[src/rtl/assert_macros.svh]
// Assertion macros shared by the RTL.
`ifndef ASSERT_MACROS_SVH
`define ASSERT_MACROS_SVH

// The consequent must hold in the same cycle as the antecedent.
`define ASSERT_IMPLIES(label, clk, rst_n, ante, cons) \
  label: assert property (@(posedge clk) disable iff (!rst_n) (ante) |-> (cons)) \
    else $error("assertion failed: implication");

// The expression must never be true out of reset.
`define ASSERT_NEVER(label, clk, rst_n, expr) \
  label: assert property (@(posedge clk) disable iff (!rst_n) !(expr)) \
    else $error("assertion failed: forbidden condition");

`endif

[src/rtl/tfs_ram.sv]
module tfs_ram #(
  parameter int WIDTH = 8,
  parameter int DEPTH = 16
) (
  input  logic                     clk,
  input  logic                     wr_en,
  input  logic [$clog2(DEPTH)-1:0] wr_addr,
  input  logic [WIDTH-1:0]         wr_data,
  input  logic [$clog2(DEPTH)-1:0] rd_addr,
  output logic [WIDTH-1:0]         rd_data
);

  logic [WIDTH-1:0] mem_r [DEPTH];
  logic [WIDTH-1:0] rd_data_r;

  always_ff @(posedge clk) begin
    if (wr_en) begin
      mem_r[wr_addr] <= wr_data;
    end
    rd_data_r <= mem_r[rd_addr];
  end

  assign rd_data = rd_data_r;

endmodule

[config.mk]
export PLATFORM = sky130hd
export DESIGN_NAME = tfs_ram
export DESIGN_NICKNAME = d
export VERILOG_FILES = /design/src/rtl/assert_macros.svh /design/src/rtl/tfs_ram.sv
export SDC_FILE = /design/constraint.sdc
export NUM_CORES = 1
export LEC_CHECK = 0
export BUFFER_PORTS_ARGS = -buffer_cell sky130_fd_sc_hd__buf_2
export CAP_MARGIN = 20
export CORE_MARGIN = 2
export CORE_UTILIZATION = 30
export CTS_CLUSTER_DIAMETER = 120
export CTS_CLUSTER_SIZE = 24
export DETAILED_ROUTE_END_ITERATION = 8
export SKIP_CTS_REPAIR_TIMING = 1
export SYNTH_ARGS = -nofsm -noshare
export SYNTH_HDL_FRONTEND = slang
export SYNTH_SLANG_ARGS = --single-unit
export TNS_END_PERCENT = 1
[constraint.sdc]
create_clock -name clk -period 2.35 [get_ports clk]
set_input_delay 0.235 -clock clk [delete_from_list [all_inputs] [get_ports clk]]
set_output_delay 0.235 -clock clk [all_outputs]
set_load 0.02 [all_outputs]
Word-level counts from Yosys, hierarchy flattened

Memory sizes are Yosys's and may differ from the RTL's. A register that Yosys moved wholly into a read port is not among the register bits.
Index checks and enable logic that the tools add are counted.

Multiplexer cells: 2

Operator list:

| cell              | count |
|---|---|
| 1-bit two-way mux | 2 |

Register bits after elaboration: 0
Bits in writable memories: 128
Input bits: 18
Output and inout port bits: 8
Memories: 1

Memory list:

| name  | depth | bits a word | rd ports | clocked after memory_dff | write ports | line          | RTL |
|---|---|---|---|---|---|---|---|
| mem_r | 16    | 8           | 1        | 1                        | 1           | tfs_ram.sv:13 | `logic [WIDTH-1:0] mem_r [DEPTH];` |

Depth between registers and ports, before layout

Depth after elaboration: 2
Depth in mapped cells: 5
Gate-level depth less buffers: 3

Worst setup path before layout

Ideal clock, no wire load.

Path type: input -> register
Start point: in wr_addr[2]
End point: mem mem_r[0][0], enable pin
Library setup time: 0.383 ns
Arrival time: 1.345 ns
Slack: 0.622 ns
Stages on the path: 2
Path buffers: 0
Path through: or3b_2 -> nor3_1

RTL lines:

| what               | line          | RTL |
|---|---|---|
| start: declaration | tfs_ram.sv:7  | `input logic [$clog2(DEPTH)-1:0] wr_addr,` |
| end: declaration   | tfs_ram.sv:13 |  |

No word-level cell before the write port.

==> results.txt <==
----------------------------------------------------
[Critical path]
  Endpoint class of the critical path ... flip-flop
  Worst EP arrival ... 1.62 ns
  Worst setup path startpoint ... mem_r[9][5]
  Critical path launch point type ... flip-flop
  WP data required ... between 2 and 3 ns
  Maximum fanout count along the critical path ... 1
  Slack of the worst reg-to-reg path ... 1.02 ns
  Setup Crit Path Kind ... flip-flop to flip-flop
  RR Startpoint ... mem_r[9][5]

[Synth]
  Top cells by count, synth ... edfxtp_1, mux4_2, a22oi_1
  Most repeated cell in the gate-level netlist after synthesis ... edfxtp_1
  Flip-flop cell with the highest count after synthesis ... edfxtp_1
  Count of different cell masters after synthesis ... 19
  Gate Count Post-Synth ... 229
  Xor/xnor cell area share of the yosys netlist ... 0
  Combinational family with the most area after synthesis ... multiplexers
  Largest cells by area after synthesis ... edfxtp_1, mux4_2, mux4_1, dfxtp_1, a22oi_1
  Async S/R FF share, synth ... 0
  Sequential element share of the synthesized area ... 0.778
  Synthesized-area fraction occupied by ao, oa, aoi and oai cells ... 0.0233
  Mapped Avg Cell Area ... between 20 and 25 sq um
  Mux contribution to synthesized area ... 0.150
  Area leader, netlist ... edfxtp_1
  Nets in the synthesized netlist ... 247
  Arithmetic-cell share of the synthesized area counting full adders, half adders and majority gates ... 0
  Fraction of post-synthesis cell area in the top cell type by area ... 0.747
  Post-synthesis sequential element count ... roughly 140
  EDFF count, synth ... 128
  Netlist Area Pre-Place ... 5150 sq um
  Synth Area in Simple Gates ... 0.0318
  Count of yosys warnings during synthesis ... 0

[Cells and area]
  Area growth from synthesis to final layout ... 21.6%
  Total inserted antenna cells ... 0
  Net count reported at finish ... 302
  Share of layout cells above drive strength 1 ... 0.313

[Clocking]
  CTS H-tree depth ... 4
  Cell at the root of the clock tree ... clkbuf_16
  CTS tree ... yes
  Worst skew pair latency ... 0.41 ns
  TritonCTS Buffers ... 17
  Max Buffers Root-to-Sink ... 2
  Clock slew seen by the registers of the worst setup and hold paths ... 0.05 ns
  TritonCTS Sinks ... roughly 140

[GRT]
  Maximum number of pins on one net before global-route repair ... 33
  Total global routing overflow ... 0
  Number of antenna violations at the first check in global routing ... 0
  Total routing resource utilization after global routing ... 0.120
  Wire length of the first global-routing pass ... approximately 16000 um
  Number of global-route vias before repair ... approximately 2600

[Die]
  Core ar. ... 16700 sq um
  Number of top-level pins ... 26
  Effective utilization at floorplan ... 0.308
  Die W ... 135 um
  Die height ... 135 um
  FP Rows ... 47
  Overall die area ... approximately 18000 sq um

[Power and ir drop]
  Highest ir drop seen on vdd ... 567 uV
  Int Pwr ... 4.64 mW
  Portion of total power attributed to the clock network ... 0.475
  Sequential cell fraction of total power ... 0.478
  Switching power as a share of total power ... 0.187
  Comb power frac ... 0.047
  Switching pwr ... 1.07 mW
  Leakage power total ... around 2.1 nW
  P per Cell Area ... 912 nW/um^2

[STA]
  Slew Limit Headroom ... 0.611
  Final setup vio count ... 0
  Ratio of final minimum period to clock period ... 0.566
  Total Negative Setup Slacks ... 0 ns
  Setup repair after global routing missed its margin ... false
  Final hold violation count ... 0
  Setup ws final ... 1.02 ns
  Worst clock skew on the final layout ... 0.00678 ns
  Least-Margin Pin Slew ... 0.583 ns
  Final Critical Period ... between 1 and 1.5 ns
  Fmax ... 752 MHz
  Number of pins with negative max-slew slack in the final report ... 0

[Flow run]
  Max Cap Viol ... 0

[Detailed routing]
  Antenna-violating nets left ... 0
  Via count ... 2419
  First drt pass iteration count ... 4
  Final Routed Wirelength ... between 10000 and 15000 um
  Vias/cell ... 4.68
  Detailed-route wire length per cell ... 19.6 um
  Number of remaining DRC errors ... 0
  Violation count after the first detailed-routing iteration ... 243

[Placed design]
  Placed wire-length estimate ... around 6500 um
  Input/output buffers ... 25
  Routability congestion estimate ... between 0.7 and 0.8
  Post-place setup slack ... 0.604 ns

[Outcome]
  Result of the run ... complete, no violations

[Worst hold path]
  Hold Crit Class ... primary input to flip-flop
  Launch instance of the worst min-delay path ... wr_data[5]

----------------------------------------------------
[worst max-delay path, cell delays in order, from the launching register on]
cell,delay [ns]
edfxtp_1,0.37
mux4_1,0.53
a22oi_1,0.25
nand2_1,0.07
[registers in the layout, summed over array words and instances (netlist names)]
| signal | cells |
|---|---|
| mem_r | 128 |
| rd_data | 8 |
[power groups by stage]
stage	registers [mW]	logic, mW	clock network [mW]
after floorplan	2.79	0.138	0
after global placement	2.78	0.266	0
after detailed placement	2.78	0.273	0
after CTS	2.73	0.274	2.75
after global routing	2.74	0.294	2.86
final	2.73	0.268	2.71
[stage by stage]
stage | power (mW) | util | hold WS [ns] | cell area [sq um] | std cells
after CTS | 5.76 | 0.375 | 0.196 | 6260 | 517
after floorplan | 2.93 | - | 0.334 | 5150 | 229
final | 5.71 | 0.375 | 0.211 | 6260 | 517
after global placement | 3.05 | 0.338 | 0.619 | 5640 | 485
after detailed placement | 3.05 | 0.338 | 0.627 | 5640 | 485
after global routing | 5.89 | 0.375 | 0.209 | 6260 | 517
[worst paths after layout]
| path | to | depth (start not counted) |
|---|---|---|
| setup / recovery | rd_data[5] | 3 |
| hold / removal | mem_r[6][5] | 1 |
| setup reg to reg | rd_data[5] | 3 |
| hold reg to reg | rd_data[1] | 3 |
[routing by layer]
metal,track usage,part of all wire
met2,0.188,0.49
met1,0.162,0.45
met5,0,0
met3,0.0353,0.053
met4,0.0370,0.0088
[cell type report]
type,instances,area [sq um]
repair buffers,46,308
well taps,220,275
multi-input cells,83,1060
clock buffers,22,464
clock inverters,10,149
flip-flops and latches,136,4000
fillers,1538,10400
[kinds of logic (layout without fill, tap and decap cells)]
| group | after synthesis | in the layout |
|---|---|---|
| AO/OA/AOI/OAI | 16 | 16 |
| buffers and inverters | 10 | 78 |
| flip-flops | 136 | 136 |
| multiplexers | 32 | 32 |
| AND/OR/NAND/NOR | 35 | 35 |
[placed cells by master, fill, tap and decap left out, types with 2 or more instances in the layout]
cell type  netlist  routed
nor2_1          13      13
dfxtp_1          8       8
bufinv_16        0       4
a22oi_1         16      16
buf_12           0       2
nand2_1          9       9
buf_4            1      19
nand3b_1         2       2
clkbuf_8         0       2
clkinv_2         0       5
clkbuf_16        0      17
nand2b_1         2       2
mux4_2          18      18
mux4_1          14      14
nor3_1           4       4
clkbuf_1         0       3
edfxtp_1       128     128
buf_2            3      25
No activity file was read; power rests on OpenSTA's default activity.
